### src/rtl/core/pdm_cic_halfband_decimator_defines.svh
// assertion macros for the pdm decimator
`ifndef PDM_CIC_HALFBAND_DECIMATOR_DEFINES_SVH
`define PDM_CIC_HALFBAND_DECIMATOR_DEFINES_SVH
`ifndef SYNTHESIS
`define PDMCHD_ASSERT(lbl, prop, msg) \
  lbl: assert property (@(posedge clk) disable iff (rst) prop) else $error(msg);
`define PDMCHD_NEVER(lbl, cond, msg) \
  lbl: assert property (@(posedge clk) disable iff (rst) !(cond)) else $error(msg);
`else
`define PDMCHD_ASSERT(lbl, prop, msg)
`define PDMCHD_NEVER(lbl, cond, msg)
`endif
`endif

### src/rtl/core/pdmchd_pkg.sv
// shared constants and tables for the pdm decimator
`timescale 1ns / 1ps
`default_nettype none
package pdmchd_pkg;
  localparam int HIST_DEPTH = 64;
  localparam int HIST_AW    = 6;
  localparam int HB_TAPS    = 47;
  localparam int SINC_LEN   = 125;
  localparam int CIC_WW     = 21;
  localparam int HIST_W     = 24;
  localparam int GAIN_W     = 24;
  localparam int COEF_W     = 17;
  localparam int MUL_AW     = 26;
  localparam int PROD_W     = MUL_AW + GAIN_W;
  localparam int FACC_W     = 41;

  typedef logic [CIC_WW-1:0] cic_tab_t [128];

  // sinc^4 weights, worked out at elaboration
  function automatic cic_tab_t cic_build();
    cic_tab_t tab;
    int bin [5];
    int s;
    int t;
    bin[0] = 1; bin[1] = -4; bin[2] = 6; bin[3] = -4; bin[4] = 1;
    for (int i = 0; i < 128; i++) begin
      s = 0;
      for (int k = 0; k < 5; k++) begin
        t = i - 32 * k;
        if (t >= 0) s = s + bin[k] * ((t + 3) * (t + 2) * (t + 1) / 6);
      end
      tab[i] = (i < SINC_LEN) ? s[CIC_WW-1:0] : '0;
    end
    return tab;
  endfunction

  localparam cic_tab_t CIC_TAB = cic_build();

  // half-band coefficients, q15
  localparam logic signed [COEF_W-1:0] HB_TAB [HB_TAPS] = '{
    17'sd0, 17'sd0, 17'sd3, 17'sd0, -17'sd16, 17'sd0, 17'sd45, 17'sd0,
    -17'sd100, 17'sd0, 17'sd196, 17'sd0, -17'sd355, 17'sd0, 17'sd609, 17'sd0,
    -17'sd1016, 17'sd0, 17'sd1719, 17'sd0, -17'sd3245, 17'sd0, 17'sd10351,
    17'sd16384, 17'sd10351, 17'sd0, -17'sd3245, 17'sd0, 17'sd1719, 17'sd0,
    -17'sd1016, 17'sd0, 17'sd609, 17'sd0, -17'sd355, 17'sd0, 17'sd196, 17'sd0,
    -17'sd100, 17'sd0, 17'sd45, 17'sd0, -17'sd16, 17'sd0, 17'sd3, 17'sd0, 17'sd0
  };
endpackage
`default_nettype wire

### src/rtl/core/pdmchd_ram.sv
// generic single write, single read ram with registered read
`timescale 1ns / 1ps
`default_nettype none
module pdmchd_ram #(
  parameter int WIDTH = 24,
  parameter int DEPTH = 64
) (
  input  wire logic                     clk,
  input  wire logic                     we,
  input  wire logic [$clog2(DEPTH)-1:0] waddr,
  input  wire logic [WIDTH-1:0]         wdata,
  input  wire logic [$clog2(DEPTH)-1:0] raddr,
  output logic      [WIDTH-1:0]         rdata
);
  logic [WIDTH-1:0] mem [DEPTH];

  // write port and registered read
  always_ff @(posedge clk) begin
    if (we) mem[waddr] <= wdata;
    rdata <= mem[raddr];
  end
endmodule
`default_nettype wire

### src/rtl/core/pdm_cic_halfband_decimator.sv
// pdm to pcm decimator: sinc^4, dc blocker, half-band fir and gain
//
//  channel  | signals                      | direction
//  input    | in_valid, in_ready, pdm_word | in
//  output   | out_valid, out_ready, sample | out
//  config   | cfg_we, cfg_data             | in
//
// a word that only fills the window is just stored
// a window word runs sinc^4 accumulation over 125 window bits, then a blocker step
// every second such word adds a fir pass over the 47 taps (one tap per cycle on the
// history ram read port and the shared multiplier) and the gain and saturation steps
// rst clears state, gain to unity and all history valid bits at once
// a result waits in the output register; only the saturation step stalls on it
`timescale 1ns / 1ps
`default_nettype none
`include "pdm_cic_halfband_decimator_defines.svh"
module pdm_cic_halfband_decimator (
  input  wire logic                                clk,
  input  wire logic                                rst,
  input  wire logic                                in_valid,
  output logic                                     in_ready,
  input  wire logic [31:0]                         pdm_word,
  output logic                                     out_valid,
  input  wire logic                                out_ready,
  output logic signed [15:0]                       sample,
  input  wire logic                                cfg_we,
  input  wire logic signed [pdmchd_pkg::GAIN_W-1:0] cfg_data
);
  import pdmchd_pkg::*;

  typedef enum logic [2:0] {S_IDLE, S_CIC, S_BLK, S_FIR, S_GAIN, S_SAT} state_t;

  state_t                     state;
  logic signed [GAIN_W-1:0]   gain;
  logic [31:0]                w0, w1, w2;
  logic [1:0]                 fill;
  logic [127:0]               win;
  logic [6:0]                 idx;
  logic [CIC_WW-1:0]          cic_acc;
  logic signed [16:0]         prev;
  logic [31:0]                bacc;
  logic [HIST_AW-1:0]         head;
  logic                       phase;
  logic [HIST_DEPTH-1:0]      hvalid;
  logic [5:0]                 tap;
  logic                       s1_v, s2_v, hv_q;
  logic signed [COEF_W-1:0]   coef_q;
  logic signed [PROD_W-1:0]   prod;
  logic signed [FACC_W-1:0]   facc;

  logic signed [21:0]         cic_t;
  logic signed [16:0]         x;
  logic signed [17:0]         diff;
  logic [31:0]                bacc_next;
  logic [HIST_AW-1:0]         head_next;
  logic [HIST_AW-1:0]         raddr;
  logic [HIST_W-1:0]          rd_data;
  logic                       ram_we;
  logic signed [MUL_AW-1:0]   mul_a;
  logic signed [GAIN_W-1:0]   mul_b;
  logic signed [34:0]         gained;
  logic signed [15:0]         sat;
  logic                       sat_fire;

  assign in_ready = (state == S_IDLE);

  // sinc^4 result and dc blocker arithmetic
  assign cic_t     = $signed({1'b0, cic_acc} <<< 1) - 22'sd1048576;
  assign x         = cic_t[21:5];
  assign diff      = {x[16], x} - {prev[16], prev};
  assign bacc_next = {{6{diff[17]}}, diff, 8'd0} + bacc - {{8{bacc[31]}}, bacc[31:8]};
  assign head_next = head + 1'b1;
  assign raddr     = head - tap;
  assign ram_we    = (state == S_BLK);

  pdmchd_ram #(.WIDTH(HIST_W), .DEPTH(HIST_DEPTH)) u_hist (
    .clk   (clk),
    .we    (ram_we),
    .waddr (head_next),
    .wdata (bacc_next[31:8]),
    .raddr (raddr),
    .rdata (rd_data)
  );

  // shared multiplier operands, gain product held while the result waits
  always_comb begin
    if (state inside {S_GAIN, S_SAT}) begin
      mul_a = facc[FACC_W-1:15];
      mul_b = gain;
    end else begin
      mul_a = MUL_AW'(coef_q);
      mul_b = hv_q ? $signed(rd_data) : '0;
    end
  end

  // gain shift and saturation
  assign gained = prod[PROD_W-1:15];
  always_comb begin
    if (gained > 35'sd32767) sat = 16'sh7fff;
    else if (gained < -35'sd32768) sat = 16'sh8000;
    else sat = gained[15:0];
  end

  // output register takes a new word when free or being emptied
  assign sat_fire = (state == S_SAT) && (!out_valid || out_ready);

  // sequencer, datapath registers and output register
  always_ff @(posedge clk) begin
    prod <= mul_a * mul_b;
    if (rst) begin
      state     <= S_IDLE;
      gain      <= 24'sd32768;
      fill      <= '0;
      w0        <= '0;
      w1        <= '0;
      w2        <= '0;
      prev      <= '0;
      bacc      <= '0;
      head      <= '0;
      phase     <= 1'b0;
      hvalid    <= '0;
      s1_v      <= 1'b0;
      s2_v      <= 1'b0;
      out_valid <= 1'b0;
    end else begin
      if (cfg_we) gain <= cfg_data;
      if (sat_fire) out_valid <= 1'b1;
      else if (out_ready) out_valid <= 1'b0;
      case (state)
        S_IDLE: begin
          if (in_valid) begin
            if (fill != 2'd3) begin
              case (fill)
                2'd0:    w0 <= pdm_word;
                2'd1:    w1 <= pdm_word;
                default: w2 <= pdm_word;
              endcase
              fill <= fill + 1'b1;
            end else begin
              win     <= {pdm_word, w2, w1, w0};
              w0      <= w1;
              w1      <= w2;
              w2      <= pdm_word;
              idx     <= '0;
              cic_acc <= '0;
              state   <= S_CIC;
            end
          end
        end
        S_CIC: begin
          if (win[0]) cic_acc <= cic_acc + CIC_TAB[idx];
          win <= win >> 1;
          idx <= idx + 1'b1;
          if (idx == 7'(SINC_LEN - 1)) state <= S_BLK;
        end
        S_BLK: begin
          prev             <= x;
          bacc             <= bacc_next;
          head             <= head_next;
          hvalid[head_next] <= 1'b1;
          phase            <= ~phase;
          tap              <= '0;
          facc             <= '0;
          s1_v             <= 1'b0;
          s2_v             <= 1'b0;
          state            <= phase ? S_FIR : S_IDLE;
        end
        S_FIR: begin
          if (tap != 6'(HB_TAPS)) begin
            coef_q <= HB_TAB[tap];
            hv_q   <= hvalid[raddr];
            s1_v   <= 1'b1;
            tap    <= tap + 1'b1;
          end else begin
            s1_v <= 1'b0;
          end
          s2_v <= s1_v;
          if (s2_v) facc <= facc + prod[FACC_W-1:0];
          if (tap == 6'(HB_TAPS) && !s1_v && !s2_v) state <= S_GAIN;
        end
        S_GAIN: begin
          state <= S_SAT;
        end
        S_SAT: begin
          if (sat_fire) begin
            sample <= sat;
            state  <= S_IDLE;
          end
        end
        default: state <= S_IDLE;
      endcase
    end
  end

  // checks
  `PDMCHD_ASSERT(a_busy_after_accept, (in_valid && in_ready && fill == 2'd3) |=> !in_ready, "window word did not start work")
  `PDMCHD_ASSERT(a_sat_holds, (state == S_SAT && out_valid && !out_ready) |=> (state == S_SAT && out_valid), "result dropped while output slot full")
  `PDMCHD_NEVER(a_tap_range, (state == S_FIR && tap > 6'(HB_TAPS)), "fir tap counter overran")
  `PDMCHD_NEVER(a_fir_needs_window, (state == S_FIR && fill != 2'd3), "fir started before window filled")
endmodule
`default_nettype wire

### config.mk
export PLATFORM = sky130hd
export DESIGN_NAME = pdm_cic_halfband_decimator
export DESIGN_NICKNAME = d
export VERILOG_FILES = /design/src/rtl/core/pdmchd_pkg.sv /design/src/rtl/core/pdmchd_ram.sv /design/src/rtl/core/pdm_cic_halfband_decimator.sv
export VERILOG_INCLUDE_DIRS = /design/src /design/src/rtl/core
export SDC_FILE = /design/constraint.sdc
export NUM_CORES = 2
export LEC_CHECK = 0
export ABC_AREA = 0
export BUFFER_PORTS_ARGS = -buffer_cell sky130_fd_sc_hd__buf_2
export CORE_MARGIN = 2
export CORE_UTILIZATION = 45
export CTS_BUF_LIST = sky130_fd_sc_hd__clkbuf_8 sky130_fd_sc_hd__clkbuf_16
export DETAILED_ROUTE_END_ITERATION = 6
export PLACE_DENSITY = 0.64
export SETUP_SLACK_MARGIN = 0.1
export SLEW_MARGIN = 25
export SYNTH_ARGS = -nofsm -noshare
export SYNTH_HDL_FRONTEND = slang
export SYNTH_SLANG_ARGS = --single-unit
### constraint.sdc
create_clock -name clk -period 19.9 [get_ports clk]
set_input_delay 2.985 -clock clk [delete_from_list [all_inputs] [get_ports clk]]
set_output_delay 2.985 -clock clk [all_outputs]
set_load 0.02 [all_outputs]
==> results.md <==
- Setup repair after global routing left no endpoint under its margin.
- After global routing the overflow that remains totals 0.
- The sum of buffers and inverters on the critical path is 4.
- The analysis attributes to net switching a power of 1.988 mW.
- The leading register cell type out of synthesis is edfxtp_1.
- The total routing resource utilization after global routing is 22.91%.
- The number of antenna violations at the first check in global routing was 8.
- Counting flops with an async set or reset pin after synthesis yields a share of 0%.
- The area of the core is 242800 um^2.
- The number of DRC violations after detailed routing is 0.
- The worst setup margin is 9839 ps.
- The clock tree buffer depth is 3.
- The I/O pin total is 79.
- In this run, post-CTS hold repair placed 0 buffers.
- The number of violations reported at the end of detailed-routing iteration 0 is 6816.
- The cell with the biggest individual delay on the critical path is a21o_1.
- The CTS tree is built.
- Each instance of the synthesized netlist takes up on average 13.48 um^2.
- The max-slew violation count was 0.
- Sequential elements use 54.33% of the synthesized area.
- Data on the critical path is required at its endpoint by 20650 ps.
- The final-report hold violation count is 0.
- Sequential cells account for 53.1% of the total power.
- In this run the tightest slew margin relative to its limit is 26.17%.
- The maximum clock frequency is 99.39 MHz.
- After detailed placement, the design holds a cell count of 11180.
- Leaving out fill and tap cells, the most frequent cells in the layout are 1771 x edfxtp_1, 1062 x nand2_1, 824 x inv_1.
- The via count of the first global-routing pass is 67330.
- The placement-stage worst setup slack is 9907 ps.
- The tool flagged a number of max-cap violations equal to 0.
- The count of flip-flops with a built-in enable after synthesis is 1771.
- The synthesized netlist contains 77 unique library cells.
- The fraction of the mapped netlist area in adder cells is 15.51%.
- Overall power consumption after layout is estimated at 9.125 mW.
- From bottom edge to top edge, the die measures 497.8 um.
- Summed over all cells, the static leakage comes to 45.36 nW.
- The final non-filler cell total is 11600.
- The first-pass iteration count of the detailed router is 6.
- After legalization and detailed placement, the total HPWL measured 186200 um.
- The category of cells accounting for the largest share of critical-path delay is adder cells.
- On the worst path, the slowest cell contributes a delay of 920 ps.
- The total number of nets in the final design is 9222.
- Power spread over the standard cell area amounts to 74.22 nW/um^2.
- The global-route wire length before repair is 427900 um.
- The final setup skew is 60.81 ps.
- The number of levels the H-tree was split into is 4.
- The cell that appears most often on the critical path is fa_1.
- The cell sitting at the root of the clock tree is a clkbuf_16.
- VDD sags by at most 0.08746 mV.
- Cells with a size suffix above 1 make up 15.02% of the layout.
- Summing the areas of all xor and xnor instances in the mapped netlist gives 1.348% of the synthesized area.
- The startpoint-to-endpoint class of the critical path is reg2reg.
- The global placer's final weighted congestion is 0.9157.
- The tree built by TritonCTS fans out to 2093 sinks.
- Entering global routing, the biggest net connects 101 pins.
- The tightest min-delay check is of the reg2reg type.
- In the final routed layout, each cell accounts on average for 24.49 um.
- From synthesis to final layout, the design area changed by 12.03%.
- The fraction of the cycle the final worst path needs is 50.56%.
- The part of the total power dissipated in combinational logic is 3.5%.
- After synthesis, the largest area contributor takes up 48.46% of total cell area.
- The final layout contains routed wiring with a total length of 284200 um.
- Counting every instance in the synthesized netlist gives 8142.
- During synthesis, Yosys emitted a total of 0 warnings.
- In this run the remaining antenna-violating nets after routing total 0.
- Leaving out fill and tap cells, the most frequent cell in the layout is edfxtp_1.
- The synthesized flop and latch total is 2093.
- For this run, the share of the core covered by cells in the final layout is 50.64%.
- The dominant combinational cell family by area after synthesis is adder cells.
- Summing the areas of all compound-gate instances in the mapped netlist gives 5.511% of the synthesized area.
- Internal power comes to 7.137 mW.
- The cell area after synthesis is 109700 um^2.
- The transition time at the pin with the least slew margin is 1107 ps.
- The multiplexer fraction of the synthesized cell area is 10.95%.
- The number of inserted filler cells in the final layout is 20240.
- The endpoint type of the worst setup path is a register.
- In the routed layout, each cell is associated on average with a via count of 5.716.
- Of all cell types, the one taking the most synthesized area is edfxtp_1.
- Ranked by total cell area, the synthesized netlist is headed by edfxtp_1 48%, fa_1 12%, mux4_2 10%.
- The die area is 247800 um^2.
- Setup violations remaining at the end of the flow were counted as 0.
- The flow ran to the end, and the final reports show no timing, DRC or antenna violations.
- The via count is 66330.
- The die width is 497.8 um.
- The total clock buffers created by CTS is 211.
- The count of port buffers added during placement is 78.
- STA classifies the critical path startpoint as a register.
- Of the total power, the share spent switching nets is 21.79%.
- Once the clock tree was built, the setup fixing pass inserted 0 buffers.
- The data arrival at the endpoint of the critical path is 10810 ps.
- The clock reaches the later pin of the worst-skew pair after 870 ps.
- The row count is 181.
- The number of nets in the synthesized netlist is 9156.
- Final hold analysis gives a worst-case slack of 457.0 ps.
- The post-cts repair resize count is 0.
- The slack of the worst reg-to-reg path is 9840 ps.
- The post-synthesis simple-gate area fraction is 8.235%.
- The critical-path maximum fanout is 81.
- The CTS clock-pin slew for the worst setup and hold paths is 60 ps.
- The area of placed instances is 115400 um^2.
- With fillers left out, the area of the finished cells amounts to 122900 um^2.
- Counting I/O delays and the setup requirement, the final critical path takes 10060 ps.
- The setup total negative slack is 0 ps.
- The clock network is responsible for 43.4% of the overall power.
- For this configuration, the core starts out at a cell density of 45.20%.
worst reg2reg max path, delay by kind of cell, from the launching register on:
kind / cells / cell delay, ps
compound gates: 9 / 3210
buf+inv: 4 / 890
fa+ha+maj: 8 / 3900
simple gates: 3 / 1310
xor+xnor: 1 / 180
flops: 1 / 500
kinds of logic (layout without fill, tap and decap cells):
group	count (synthesis)	in the layout
AND/OR/NAND/NOR	2190	2190
flip-flops	2093	2093
buffers and inverters	1198	1454
AO/OA/AOI/OAI	969	969
adder cells (fa/ha/maj)	953	953
multiplexers	571	571
XOR/XNOR	168	168
other	0	4
layout make-up:
cell class | instances | area (um^2) | area share (%)
flip-flops and latches | 2093 | 59630 | 48.50
clock inverters | 178 | 1508 | 1.226
multi-input cells | 4851 | 46520 | 37.84
diodes | 4 | 10.01 | 0.008142
repair buffers | 273 | 2861 | 2.328
inverters | 778 | 2920 | 2.375
clock buffers | 225 | 5484 | 4.461
well taps | 3202 | 4006 | 3.259
worst paths after layout:
path,startpoint,end,cells after the start
worst max-delay path,state[2],prod[45],25
worst max register to register,state[2],prod[45],25
worst min register to register,prev[1],prev[1],2
worst min-delay path,prev[1],prev[1],2
power by group through the flow:
stage / clock [mW] / sequential (mW) / combinational, mW
floorplan: 0 / 4.93 / 0.200
global placement: 0 / 4.93 / 0.305
detailed placement: 0 / 4.94 / 0.317
CTS: 4.03 / 4.84 / 0.318
global route: 4.19 / 4.84 / 0.355
finish: 3.96 / 4.84 / 0.318
per-layer routing:
metal / part of all wire, % / global-route usage (%) / wire length [um] / vias up
li1: - / - / - / 28990
met1: 41 / 31.92 / 117500 / 34230
met2: 48 / 37.07 / 135600 / 2693
met3: 7.7 / 3.511 / 21790 / 409
met4: 3.3 / 7.313 / 9370 / 2
met5: 0.0046 / 0 / 13 / -
flip-flops by register name, indices dropped and copies added (netlist names), 2 cells and up:
register      count
w0               32
coef_q           15
w2               32
win             128
idx               7
sample           16
prev             17
fill              2
w1               32
gain             24
tap               6
head              6
bacc             32
u_hist.mem     1536
facc             41
u_hist.rdata     24
hvalid           64
cic_acc          21
prod             50
state             3
synth_stat cells (23+ instances only):
master    instances
edfxtp_1       1771
nand2_1        1063
inv_1           773
nor2_1          766
fa_1            679
mux4_2          503
a21oi_1         395
clkbuf_1        339
dfxtp_1         322
ha_1            274
o21ai_0         145
a211oi_1        121
xnor2_1         117
nor2b_1          88
a21o_1           83
mux2i_1          66
buf_1            63
nor3_1           56
and3_1           52
xor2_1           50
nand3_1          47
nand2b_1         32
a31oi_1          28
o211ai_1         24
o21a_1           23
Power figures use the tool's default switching activity.
